$ cat src/design/srtr_pkg.sv
package srtr_pkg;

    localparam int CoordBits = 16;
    localparam int GlyphW    = 3;
    localparam int GlyphH    = 5;
    localparam int DotCount  = GlyphW * GlyphH;

    localparam logic [7:0] CharNewline = 8'd10;

    typedef logic [CoordBits-1:0] t_coord;
    typedef logic [DotCount-1:0]  t_rows;
    typedef logic [3:0]           t_dot_idx;

    // one glyph ready for the dot serializer
    typedef struct packed {
        t_coord     base_x;
        t_coord     base_y;
        logic [3:0] dot_size;
        t_rows      rows;
    } t_glyph_job;

    function automatic t_rows g(input logic [2:0] a, input logic [2:0] b,
                                input logic [2:0] c, input logic [2:0] d,
                                input logic [2:0] e);
        return {a, b, c, d, e};
    endfunction

    // 3x5 glyph table, row 0 in the top bits, left column first
    function automatic t_rows glyph_of(input logic [7:0] ch);
        logic [7:0] u;
        u = ch;
        if (ch >= "a" && ch <= "z") begin
            u = ch - 8'd32;
        end
        case (u)
            "A": return g(3'd2, 3'd5, 3'd7, 3'd5, 3'd5);
            "B": return g(3'd6, 3'd5, 3'd6, 3'd5, 3'd6);
            "C": return g(3'd3, 3'd4, 3'd4, 3'd4, 3'd3);
            "D": return g(3'd6, 3'd5, 3'd5, 3'd5, 3'd6);
            "E": return g(3'd7, 3'd4, 3'd6, 3'd4, 3'd7);
            "F": return g(3'd7, 3'd4, 3'd6, 3'd4, 3'd4);
            "G": return g(3'd3, 3'd4, 3'd5, 3'd5, 3'd3);
            "H": return g(3'd5, 3'd5, 3'd7, 3'd5, 3'd5);
            "I": return g(3'd7, 3'd2, 3'd2, 3'd2, 3'd7);
            "J": return g(3'd1, 3'd1, 3'd1, 3'd5, 3'd2);
            "K": return g(3'd5, 3'd5, 3'd6, 3'd5, 3'd5);
            "L": return g(3'd4, 3'd4, 3'd4, 3'd4, 3'd7);
            "M": return g(3'd5, 3'd7, 3'd7, 3'd5, 3'd5);
            "N": return g(3'd5, 3'd7, 3'd7, 3'd7, 3'd5);
            "O": return g(3'd7, 3'd5, 3'd5, 3'd5, 3'd7);
            "P": return g(3'd7, 3'd5, 3'd7, 3'd4, 3'd4);
            "Q": return g(3'd7, 3'd5, 3'd5, 3'd7, 3'd3);
            "R": return g(3'd7, 3'd5, 3'd7, 3'd6, 3'd5);
            "S": return g(3'd3, 3'd4, 3'd7, 3'd1, 3'd6);
            "T": return g(3'd7, 3'd2, 3'd2, 3'd2, 3'd2);
            "U": return g(3'd5, 3'd5, 3'd5, 3'd5, 3'd7);
            "V": return g(3'd5, 3'd5, 3'd5, 3'd5, 3'd2);
            "W": return g(3'd5, 3'd5, 3'd7, 3'd7, 3'd5);
            "X": return g(3'd5, 3'd5, 3'd2, 3'd5, 3'd5);
            "Y": return g(3'd5, 3'd5, 3'd2, 3'd2, 3'd2);
            "Z": return g(3'd7, 3'd1, 3'd2, 3'd4, 3'd7);
            "0": return g(3'd7, 3'd5, 3'd5, 3'd5, 3'd7);
            "1": return g(3'd2, 3'd6, 3'd2, 3'd2, 3'd7);
            "2": return g(3'd7, 3'd1, 3'd7, 3'd4, 3'd7);
            "3": return g(3'd7, 3'd1, 3'd7, 3'd1, 3'd7);
            "4": return g(3'd5, 3'd5, 3'd7, 3'd1, 3'd1);
            "5": return g(3'd7, 3'd4, 3'd7, 3'd1, 3'd7);
            "6": return g(3'd7, 3'd4, 3'd7, 3'd5, 3'd7);
            "7": return g(3'd7, 3'd1, 3'd1, 3'd1, 3'd1);
            "8": return g(3'd7, 3'd5, 3'd7, 3'd5, 3'd7);
            "9": return g(3'd7, 3'd5, 3'd7, 3'd1, 3'd7);
            " ": return '0;
            ".": return g(3'd0, 3'd0, 3'd0, 3'd0, 3'd2);
            ":": return g(3'd0, 3'd2, 3'd0, 3'd2, 3'd0);
            "-": return g(3'd0, 3'd0, 3'd7, 3'd0, 3'd0);
            "_": return g(3'd0, 3'd0, 3'd0, 3'd0, 3'd7);
            "/": return g(3'd1, 3'd1, 3'd2, 3'd4, 3'd4);
            "[": return g(3'd6, 3'd4, 3'd4, 3'd4, 3'd6);
            "]": return g(3'd3, 3'd1, 3'd1, 3'd1, 3'd3);
            "(": return g(3'd2, 3'd4, 3'd4, 3'd4, 3'd2);
            ")": return g(3'd2, 3'd1, 3'd1, 3'd1, 3'd2);
            "<": return g(3'd1, 3'd2, 3'd4, 3'd2, 3'd1);
            ">": return g(3'd4, 3'd2, 3'd1, 3'd2, 3'd4);
            "|": return g(3'd2, 3'd2, 3'd2, 3'd2, 3'd2);
            "=": return g(3'd0, 3'd7, 3'd0, 3'd7, 3'd0);
            "+": return g(3'd0, 3'd2, 3'd7, 3'd2, 3'd0);
            default: return g(3'd7, 3'd5, 3'd2, 3'd0, 3'd2);
        endcase
    endfunction

    // scan position of the first set dot, 0 is top left
    function automatic t_dot_idx first_dot(input t_rows m);
        t_dot_idx k;
        k = '0;
        for (int i = DotCount - 1; i >= 0; i--) begin
            if (m[DotCount-1-i]) begin
                k = t_dot_idx'(i);
            end
        end
        return k;
    endfunction

    // row of a scan position, by compare against row starts
    function automatic logic [2:0] dot_row(input t_dot_idx k);
        logic [2:0] r;
        if (k >= 4'd12) begin
            r = 3'd4;
        end else if (k >= 4'd9) begin
            r = 3'd3;
        end else if (k >= 4'd6) begin
            r = 3'd2;
        end else if (k >= 4'd3) begin
            r = 3'd1;
        end else begin
            r = 3'd0;
        end
        return r;
    endfunction

    function automatic logic [1:0] dot_col(input t_dot_idx k);
        logic [3:0] c;
        c = k - 4'(dot_row(k)) * 4'd3;
        return c[1:0];
    endfunction

    // 16-bit signed field to coordinate width
    function automatic t_coord to_coord(input logic [15:0] v);
        logic signed [31:0] e;
        e = 32'(signed'(v));
        return e[CoordBits-1:0];
    endfunction

    // coordinate to 16-bit signed field
    function automatic logic [15:0] to_out16(input t_coord v);
        logic signed [31:0] e;
        e = 32'(signed'(v));
        return e[15:0];
    endfunction

endpackage

$ cat src/design/srtr_cursor.sv
module srtr_cursor (
    input  logic                i_clk,
    input  logic                i_rst_n,
    input  logic                i_load,
    input  logic [7:0]          i_char_code,
    input  logic                i_first_of_text,
    input  logic [15:0]         i_start_x,
    input  logic [15:0]         i_start_y,
    input  logic [3:0]          i_scale,
    output srtr_pkg::t_glyph_job o_job
);
    import srtr_pkg::*;

    t_coord     r_cursor_x, n_cursor_x;
    t_coord     r_line_x, n_line_x;
    t_coord     r_cursor_y, n_cursor_y;
    t_coord     base_x, base_y, line_x;
    logic [3:0] size;
    logic [6:0] step_y;
    logic [5:0] step_x;
    logic       is_newline;

    always_comb begin
        size       = (i_scale == 4'd0) ? 4'd1 : i_scale;
        step_y     = 7'(size) * 7'd6;
        step_x     = 6'(size) * 6'd4;
        is_newline = (i_char_code == CharNewline);
        base_x     = i_first_of_text ? to_coord(i_start_x) : r_cursor_x;
        line_x     = i_first_of_text ? to_coord(i_start_x) : r_line_x;
        base_y     = i_first_of_text ? to_coord(i_start_y) : r_cursor_y;
    end

    always_comb begin
        n_cursor_x = r_cursor_x;
        n_line_x   = r_line_x;
        n_cursor_y = r_cursor_y;
        if (i_load) begin
            n_line_x = line_x;
            if (is_newline) begin
                n_cursor_x = line_x;
                n_cursor_y = base_y + t_coord'(step_y);
            end else begin
                n_cursor_x = base_x + t_coord'(step_x);
                n_cursor_y = base_y;
            end
        end
    end

    always_comb begin
        o_job.base_x   = base_x;
        o_job.base_y   = base_y;
        o_job.dot_size = size;
        o_job.rows     = is_newline ? '0 : glyph_of(i_char_code);
    end

    always_ff @(posedge i_clk) begin
        if (!i_rst_n) begin
            r_cursor_x <= '0;
            r_line_x   <= '0;
            r_cursor_y <= '0;
        end else begin
            r_cursor_x <= n_cursor_x;
            r_line_x   <= n_line_x;
            r_cursor_y <= n_cursor_y;
        end
    end

endmodule

$ cat src/design/srtr_dot_serializer.sv
module srtr_dot_serializer (
    input  logic                 i_clk,
    input  logic                 i_rst_n,
    input  logic                 i_load,
    input  srtr_pkg::t_glyph_job i_job,
    output logic                 o_ready,
    output logic                 o_valid,
    input  logic                 i_stall,
    output logic signed [15:0]   o_pixel_x,
    output logic signed [15:0]   o_pixel_y,
    output logic [3:0]           o_dot_size,
    output logic                 o_last_of_glyph
);
    import srtr_pkg::*;

    t_rows      r_mask, n_mask;
    t_coord     r_base_x, r_base_y;
    logic [3:0] r_size;
    logic       r_o_valid;
    logic [15:0] r_px, r_py;
    logic [3:0] r_o_size;
    logic       r_o_last;

    t_dot_idx   k;
    t_rows      rest;
    logic [5:0] off_x;
    logic [6:0] off_y;
    logic       emit;
    logic       busy;

    always_comb begin
        busy    = (r_mask != '0);
        emit    = busy && (!r_o_valid || !i_stall);
        k       = first_dot(r_mask);
        rest    = r_mask & ~(t_rows'(1) << (t_dot_idx'(DotCount - 1) - k));
        off_x   = 6'(dot_col(k)) * 6'(r_size);
        off_y   = 7'(dot_row(k)) * 7'(r_size);
        o_ready = !busy || (emit && (rest == '0));
        n_mask  = r_mask;
        if (emit) begin
            n_mask = rest;
        end
        if (i_load) begin
            n_mask = i_job.rows;
        end
    end

    // glyph register and output word control
    always_ff @(posedge i_clk) begin
        if (!i_rst_n) begin
            r_mask    <= '0;
            r_o_valid <= 1'b0;
        end else begin
            r_mask <= n_mask;
            if (emit) begin
                r_o_valid <= 1'b1;
            end else if (!i_stall) begin
                r_o_valid <= 1'b0;
            end
        end
    end

    always_ff @(posedge i_clk) begin
        if (i_load) begin
            r_base_x <= i_job.base_x;
            r_base_y <= i_job.base_y;
            r_size   <= i_job.dot_size;
        end
        if (emit) begin
            r_px     <= to_out16(r_base_x + t_coord'(off_x));
            r_py     <= to_out16(r_base_y + t_coord'(off_y));
            r_o_size <= r_size;
            r_o_last <= (rest == '0);
        end
    end

    assign o_valid         = r_o_valid;
    assign o_pixel_x       = signed'(r_px);
    assign o_pixel_y       = signed'(r_py);
    assign o_dot_size      = r_o_size;
    assign o_last_of_glyph = r_o_last;

`ifndef NO_ASSERTIONS
    a_load_when_free: assert property (@(posedge i_clk) disable iff (!i_rst_n)
        i_load |-> (r_mask == '0) || (emit && (rest == '0)))
        else $error("glyph loaded over a glyph still in flight");

    a_one_dot_per_emit: assert property (@(posedge i_clk) disable iff (!i_rst_n)
        (emit && !i_load) |=> $countones(r_mask) == $countones($past(r_mask)) - 1)
        else $error("emit did not retire exactly one dot");

    a_hold_when_blocked: assert property (@(posedge i_clk) disable iff (!i_rst_n)
        (busy && !emit && !i_load) |=> $stable(r_mask))
        else $error("dot mask changed while output was stalled");

    a_size_nonzero: assert property (@(posedge i_clk) disable iff (!i_rst_n)
        r_o_valid |-> (r_o_size != 4'd0))
        else $error("zero dot size on output word");
`endif

endmodule

$ cat src/design/scaled_bitmap_text_rasterizer_unit.sv
// scaled 3x5 bitmap text rasterizer: each input word is one character byte
// (lower case folds to upper, unknown bytes draw a question mark) and each
// output word is one filled square of dot_size pixels for a set glyph dot,
// scanned top row first, left to right, with last_of_glyph on the final
// square. newline and space give no output words. the glyph table is read
// into a dot-mask register at acceptance, and one set dot is retired from
// that register per cycle while the output is not stalled, so a character
// holds the serializer until its dots are out (at most 13, for N and 8)
// and a dotless one does not hold it; the next character is taken in the
// cycle its predecessor's last dot leaves. the output register decouples
// the two sides: each square goes from the dot-mask register into it.
module scaled_bitmap_text_rasterizer_unit (
    input  logic               i_clk,
    input  logic               i_rst_n,
    // character words in
    input  logic               i_valid,
    output logic               o_stall,
    input  logic [7:0]         i_char_code,
    input  logic               i_first_of_text,
    input  logic signed [15:0] i_start_x,
    input  logic signed [15:0] i_start_y,
    input  logic [3:0]         i_scale,
    // square words out
    output logic               o_valid,
    input  logic               i_stall,
    output logic signed [15:0] o_pixel_x,
    output logic signed [15:0] o_pixel_y,
    output logic [3:0]         o_dot_size,
    output logic               o_last_of_glyph
);
    import srtr_pkg::*;

    t_glyph_job job;
    logic       ready;
    logic       load;

    // a character is taken whenever the serializer frees up this cycle
    assign load    = i_valid && ready;
    assign o_stall = !ready;

    // cursor, line start and glyph lookup; cursor advances on acceptance
    srtr_cursor u_cursor (
        .i_clk           (i_clk),
        .i_rst_n         (i_rst_n),
        .i_load          (load),
        .i_char_code     (i_char_code),
        .i_first_of_text (i_first_of_text),
        .i_start_x       (i_start_x),
        .i_start_y       (i_start_y),
        .i_scale         (i_scale),
        .o_job           (job)
    );

    // glyph register, dot scan and output register
    srtr_dot_serializer u_serializer (
        .i_clk           (i_clk),
        .i_rst_n         (i_rst_n),
        .i_load          (load),
        .i_job           (job),
        .o_ready         (ready),
        .o_valid         (o_valid),
        .i_stall         (i_stall),
        .o_pixel_x       (o_pixel_x),
        .o_pixel_y       (o_pixel_y),
        .o_dot_size      (o_dot_size),
        .o_last_of_glyph (o_last_of_glyph)
    );

endmodule
$ cat config.mk
export PLATFORM = sky130hd
export DESIGN_NAME = scaled_bitmap_text_rasterizer_unit
export DESIGN_NICKNAME = d
export VERILOG_FILES = /design/src/design/srtr_pkg.sv /design/src/design/srtr_cursor.sv /design/src/design/srtr_dot_serializer.sv /design/src/design/scaled_bitmap_text_rasterizer_unit.sv
export SDC_FILE = /design/constraint.sdc
export NUM_CORES = 1
export LEC_CHECK = 0
export ABC_AREA = 1
export BUFFER_PORTS_ARGS = -buffer_cell sky130_fd_sc_hd__buf_2
export CAP_MARGIN = 0
export CORE_AREA = 3 3 180 138
export CTS_CLUSTER_DIAMETER = 100
export DETAILED_ROUTE_END_ITERATION = 8
export DIE_AREA = 0 0 183 141
export PLACE_DENSITY = 0.62
export SYNTH_ARGS = -nofsm -noshare
export SYNTH_HDL_FRONTEND = slang
export SYNTH_SLANG_ARGS = --single-unit
$ cat constraint.sdc
create_clock -name i_clk -period 6.3 [get_ports i_clk]
set_input_delay 0.315 -clock i_clk [delete_from_list [all_inputs] [get_ports i_clk]]
set_output_delay 0.315 -clock i_clk [all_outputs]
set_load 0.005 [all_outputs]
# == Word-level counts from Yosys, hierarchy flattened ==
# Memory sizes are Yosys's and may differ from the RTL's.
# Index checks and enable logic that the tools add are counted.
# totals
ff_bits,137
word_cells,81
memories,1
output_inout_bits,39
rom_bits,1920
inputBits,49
# op_classes
muxes,32
eq_ne,2
n_reduce_logical,14
n_mul,4
shift,1
add_sub_neg,7
magnitude_cmp,6
bitwise_logic,2
# mem_list
name,depth,word_bits,read_ports,rd_ports_with_merged_regs,wr,line_no,rtl
(no name shown),128,15,1,0,0,srtr_pkg.sv:35,case (u)
# op_table
cell,n
16-bit 2-to-1 mux,5
4-bit 2-to-1 mux,16
15-bit 2-to-1 mux,4
16-bit by 6-bit adder with 16-bit output,2
16-bit by 7-bit adder with 16-bit output,2
15-bit AND,1
15-bit logical NOT,1
15-bit inverter,1
15-bit nonzero test,1
1-bit by 4-bit << shifter with 15-bit output (first input constant),1
3-bit 2-to-1 mux,3
8-bit by 4-bit equality test with 1-bit output (second input constant),1
4-bit >= comparator (second input constant),2
8-bit by 7-bit >= comparator with 1-bit output (second input constant),1
8-bit by 7-bit <= comparator with 1-bit output (second input constant),1
8-bit 2-to-1 mux,1
8-bit by 6-bit subtractor with 8-bit output (second input constant),1
3-bit by 4-bit multiplier with 7-bit output,1
2-bit by 4-bit multiplier with 6-bit output,1
4-bit by 2-bit multiplier with 6-bit output (second input constant),1
4-bit by 2-bit >= comparator with 1-bit output (second input constant),1
4-bit by 3-bit >= comparator with 1-bit output (second input constant),1
1-bit logical AND,4
1-bit logical NOT,4
8 further kinds,11

# == Logic depth before layout (Yosys ltp) ==
# logic_depth
word_depth,24
depth_mapped,36

# == Cells and area by module ==
# From an unflattened synthesis, not the netlist that was laid out.
# unflattened
cells_unflattened,1300
area_unflattened_um2,9833.2
# by_module_without_submodules
mod,seq_area_each_um2,n_inst,area_each_um2,cells_each
srtr_cursor,960.9,1,5230.0,863
srtr_dot_serializer,2512.4,1,4591.9,434
scaled_bitmap_text_rasterizer_unit,0.0,1,11.3,3

# == Worst setup path before layout ==
# OpenSTA, ideal clock, no wires.
# synth_path
kind,reg2reg
from,reg u_serializer.r_mask[2]
to,"reg u_serializer.r_px[15] (netlist: u_serializer.o_pixel_x[15]), data pin"
arrival_ns,4.499
path_stages_with_launch,28
path_slack_ns,1.543
setup_time_ns,0.258
n_path_buf,0
t_required_ns,6.042
path_cell_list,dfxtp_1 > inv_1 > nand3_1 > nand3_1 > nand2_1 > nand2_1 > nand2_1 > a21boi_2 > inv_2 > o21ai_0 > nand2_1 > a21oi_1 > ha_1 > xor2_1 > inv_1 > xor2_1 > nor2_1 > fa_1 > ha_1 > inv_1 > fa_1 > o21ai_0 > a21oi_1 > nor3b_1 > nand3_1 > nor3b_1 > nand3_1 > xnor2_1
# synth_between
elab_chain_cells,22
elab_cells_between_ends,25
cone_classes,add/sub (2); mul (2); order compare (4); mux (17)
# synth_lines
element,line_no,rtl
start: declaration,srtr_dot_serializer.sv:16,"t_rows r_mask, n_mask;"
start signal: assignment,srtr_dot_serializer.sv:54,r_mask <= n_mask;
4-bit 2-to-1 mux (*) (13 in a row),srtr_pkg.sv:96,if (m[DotCount-1-i]) begin
4-bit by 2-bit >= comparator with 1-bit output,srtr_pkg.sv:112,end else if (k >= 4'd3) begin
1-bit 2-to-1 mux,srtr_pkg.sv:112,
3-bit 2-to-1 mux,srtr_pkg.sv:110,end else if (k >= 4'd6) begin
3-bit 2-to-1 mux,srtr_pkg.sv:108,end else if (k >= 4'd9) begin
3-bit 2-to-1 mux,srtr_pkg.sv:106,if (k >= 4'd12) begin
3-bit by 2-bit multiplier with 2-bit output,srtr_pkg.sv:122,c = k - 4'(dot_row(k)) * 4'd3;
2-bit subtractor (*),srtr_pkg.sv:122,
2-bit by 4-bit multiplier with 6-bit output (*),srtr_dot_serializer.sv:36,off_x = 6'(dot_col(k)) * 6'(r_size);
16-bit by 6-bit adder with 16-bit output (*),srtr_dot_serializer.sv:70,r_px <= to_out16(r_base_x + t_coord'(off_x));
end signal: assignment,srtr_dot_serializer.sv:70,
end: declaration,srtr_dot_serializer.sv:20,"logic [15:0] r_px, r_py;"
# Mark *: on every way between the ends. The rest lies on a longest branch, timed or not.
# A chain may end at the register's enable or synchronous reset.

# == Worst setup path in the final report ==
# Ends and elaborated chain as after synthesis.

==> impl_metrics.env <==
export IMPL_detailroute_via_count=8401
export IMPL_final_critical_path_time_including_i_o_delays_and_setup_ns=5.42
export IMPL_synth_edf_count=73
export IMPL_most_used_standard_cell_by_instance_count_after_synthesis="sky130_fd_sc_hd__nand2_1"
export IMPL_yosys_register_bits=137
export IMPL_power_density_mw_per_mm2=610
export IMPL_number_of_buffers_created_by_cts=17
export IMPL_synthToLayoutAreaGrowth_pct=12.8
export IMPL_total_grt_overflow=0
export IMPL_report_final_hold_viol_count=0
export IMPL_yosys_warnings=0
export IMPL_postCtsSetupBuffers=0
export IMPL_run_status="finished, final reports clean"
export IMPL_synth_commonest_cells="sky130_fd_sc_hd__nand2_1, sky130_fd_sc_hd__inv_1, sky130_fd_sc_hd__nor2_1"
export IMPL_detailed_place_area_mm2=0.00989
export IMPL_grt_first_pass_wirelength_mm=39.9
export IMPL_totalPowerFinal_mw=6.37
export IMPL_net_count_reported_at_finish=1430
export IMPL_floorplan_initialDensity_pct=40.1
export IMPL_synth_cell_type_count=48
export IMPL_sinks_on_clock_net=137
export IMPL_postLayoutCellArea_mm2=0.0104
export IMPL_crit_required_ns=6.48
export IMPL_postCtsHoldBufs=0
export IMPL_maximum_number_of_pins_on_one_net_before_global_route_repair=65
export IMPL_cp_end_kind="flop"
export IMPL_cts_tree="done"
export IMPL_synth_top_area_cell="sky130_fd_sc_hd__edfxtp_1"
export IMPL_mappedNetlistArea_mm2=0.00925
export IMPL_die_w_um=183
export IMPL_min_path_type="in2reg"
export IMPL_detail_route_antenna_nets=0
export IMPL_fp_dieArea_mm2=0.0258
export IMPL_synth_yosys_seq_area_share_pct=37.5
export IMPL_cts_root_to_sink_buffers=2
export IMPL_synth_area_top_cells="sky130_fd_sc_hd__edfxtp_1, sky130_fd_sc_hd__dfxtp_1, sky130_fd_sc_hd__nand2_1"
export IMPL_synth_top_flop_cell="sky130_fd_sc_hd__edfxtp_1"
export IMPL_drc_errors=0
export IMPL_fillCellCount=2318
export IMPL_wl_mm=24.6
export IMPL_cts_root_buffer_cell="sky130_fd_sc_hd__clkbuf_16"
export IMPL_max_cap_violations=0
export IMPL_core_rowCount=48
export IMPL_timing_slew_headroom_pct=38.7
export IMPL_leakagePower_nw=4.91
export IMPL_fmax_mhz=184
export IMPL_number_of_antenna_violations_at_the_first_check_in_global_routing=0
export IMPL_htree_levels=4
export IMPL_rsz0062_at_grt="no"
export IMPL_path_max_fanout=9
export IMPL_antenna_cells=0
export IMPL_drtPass1Iterations=5
export IMPL_finalWeightedCongestion=0.911
export IMPL_worst_setup_path_type="reg2reg"
export IMPL_clk_insertion_delay_late_ns=0.43
export IMPL_clk_pin_slew_worst_paths_ns=0.06
export IMPL_synthDominantCellAreaShare_pct=23.7
export IMPL_timing_critical_path_from_type="flop"
export IMPL_dp_cells=1609
export IMPL_layoutNonFillerInstCount=1641
export IMPL_arrival_time_at_the_worst_endpoint_ns=5.60
export IMPL_port_buffer_count=87
export IMPL_design_portCount=88
export IMPL_core_area_mm2=0.0231
export IMPL_post_drt_wl_per_cell_um=15.0
export IMPL_die_height_um=141
export IMPL_synthesis_instances=1266
export IMPL_worst_pin_slew_ns=0.920
export IMPL_dp_hpwl_mm=18.2
export IMPL_viasPerCell=5.12
export IMPL_ys_async_sr_fraction_pct=0
export IMPL_grt_use_total_pct=19.2
export IMPL_finClkSkew_ns=0.0119
export IMPL_period_share_pct=86.1
export IMPL_total_of_endpoints_with_negative_setup_slack_in_the_final_report=0
export IMPL_tns_ns=0
export IMPL_syn_mean_instance_area_um2=7.31
export IMPL_final_layout_size_suffix_gt1_share_pct=11.6
export IMPL_drv_slew=0
export IMPL_ir_drop_uv=397
export IMPL_detail_route_iter0_violations=615
export IMPL_synth_net_count=1368
export IMPL_number_of_global_route_vias_before_repair=7649
export IMPL_cts_resized=0
-- state kept, by name (all words and copies together) (netlist names) --
name,cells
u_cursor.r_line_x,16
u_serializer.r_base_y,16
u_cursor.r_cursor_x,16
u_cursor.r_cursor_y,16
u_serializer.o_last_of_glyph,1
u_serializer.o_pixel_y,16
u_serializer.r_size,4
u_serializer.o_valid,1
u_serializer.r_mask,15
u_serializer.r_base_x,16
u_serializer.o_pixel_x,16
u_serializer.o_dot_size,4
-- routing by layer --
metal,track usage [%],part of all wire (%)
met5,0,0
met4,4.05,0.85
met3,3.97,6.7
met2,26.8,40
met1,30.4,53
-- path summary, 6_finish.rpt --
kind | slack [ns] | cells past startpoint | startpoint | end
max | 0.88 | 27 | u_serializer.r_mask[2]$_SDFFE_PN0P_ | u_serializer.o_pixel_x[15]$_DFFE_PP_
min reg2reg | 0.44 | 2 | u_cursor.r_cursor_x[6]$_SDFFE_PN0P_ | u_cursor.r_cursor_x[6]$_SDFFE_PN0P_
max reg2reg | 0.88 | 27 | u_serializer.r_mask[2]$_SDFFE_PN0P_ | u_serializer.o_pixel_x[15]$_DFFE_PP_
min | 0.23 | 3 | i_start_y[0] | u_serializer.r_base_y[0]$_DFFE_PP_
-- metrics by stage --
step	util, %	worst slack, ns	hold WS, ns
floorplan	-	1.54	0.422
global placement	42.9	1.12	0.429
detailed placement	42.9	0.931	0.435
CTS	45.3	0.903	0.234
global route	45.3	0.327	0.251
finish	45.3	0.878	0.230
-- layout by cell type (no fill, tap or decap), types with 8 or more instances in the layout --
cell | netlist | routed
sky130_fd_sc_hd__a21oi_1 | 65 | 65
sky130_fd_sc_hd__a31oi_1 | 8 | 8
sky130_fd_sc_hd__buf_2 | 4 | 87
sky130_fd_sc_hd__buf_4 | 3 | 9
sky130_fd_sc_hd__clkbuf_16 | 0 | 17
sky130_fd_sc_hd__clkinvlp_4 | 0 | 8
sky130_fd_sc_hd__dfxtp_1 | 64 | 64
sky130_fd_sc_hd__edfxtp_1 | 73 | 73
sky130_fd_sc_hd__fa_1 | 14 | 14
sky130_fd_sc_hd__ha_1 | 39 | 39
sky130_fd_sc_hd__inv_1 | 184 | 184
sky130_fd_sc_hd__nand2_1 | 246 | 246
sky130_fd_sc_hd__nand3_1 | 98 | 98
sky130_fd_sc_hd__nand4_1 | 9 | 9
sky130_fd_sc_hd__nor2_1 | 169 | 167
sky130_fd_sc_hd__nor3_1 | 9 | 9
sky130_fd_sc_hd__o211ai_1 | 18 | 18
sky130_fd_sc_hd__o21ai_0 | 85 | 85
sky130_fd_sc_hd__o21ai_1 | 19 | 19
sky130_fd_sc_hd__or2_2 | 9 | 9
sky130_fd_sc_hd__xnor2_1 | 9 | 9
sky130_fd_sc_hd__xor2_1 | 36 | 36
-- logic make-up (layout without fill, tap and decap cells) --
family	count (synthesis)	count (layout)	synth area share, %
flops	137	137	37.5
xor+xnor	45	45	4.26
simple gates	558	558	25.4
fa+ha+maj	53	53	8.30
buf+inv	245	320	10.5
compound gates	228	228	14.0
-- where the power goes --
| group | switching [mW] | leakage, nW | internal (mW) |
|---|---|---|---|
| clock network | 0.394 | 0.243 | 0.542 |
| logic | 2.38 | 3.43 | 1.25 |
| registers | 0.186 | 1.24 | 1.61 |
-- final cells by class --
| cell class | instances | area (um^2) | share of cell area, % |
|---|---|---|---|
| Clock buffer | 18 | 429 | 4.11 |
| Tap cell | 300 | 375 | 3.60 |
| Timing Repair Buffer | 96 | 503 | 4.82 |
| Inverter | 192 | 721 | 6.90 |
| Clock inverter | 14 | 124 | 1.19 |
| Sequential cell | 137 | 3470 | 33.3 |
| Multi-Input combinational cell | 884 | 4810 | 46.1 |
-- worst max-delay path, stage by stage (launching register included) --
cell and delay (ns):
sky130_fd_sc_hd__dfxtp_1 0.35, sky130_fd_sc_hd__inv_1 0.09, sky130_fd_sc_hd__nand3_1 0.09, sky130_fd_sc_hd__nand3_1 0.08, sky130_fd_sc_hd__nand2_1 0.05, sky130_fd_sc_hd__nand2_1 0.05
sky130_fd_sc_hd__nand2_1 0.06, sky130_fd_sc_hd__a21boi_2 0.38, sky130_fd_sc_hd__inv_2 0.15, sky130_fd_sc_hd__o21ai_0 0.17, sky130_fd_sc_hd__nand2_1 0.07, sky130_fd_sc_hd__a21oi_1 0.19
sky130_fd_sc_hd__ha_1 0.20, sky130_fd_sc_hd__xor2_1 0.14, sky130_fd_sc_hd__inv_1 0.06, sky130_fd_sc_hd__xor2_1 0.24, sky130_fd_sc_hd__nor2_1 0.10, sky130_fd_sc_hd__fa_1 0.52
sky130_fd_sc_hd__ha_1 0.17, sky130_fd_sc_hd__inv_1 0.06, sky130_fd_sc_hd__fa_1 0.39, sky130_fd_sc_hd__o21ai_0 0.31, sky130_fd_sc_hd__a21oi_1 0.17, sky130_fd_sc_hd__nor3b_1 0.32
sky130_fd_sc_hd__nand3_1 0.17, sky130_fd_sc_hd__nor3b_1 0.32, sky130_fd_sc_hd__nand3_1 0.14, sky130_fd_sc_hd__xnor2_1 0.14
No activity file was read; power rests on OpenSTA's default activity.
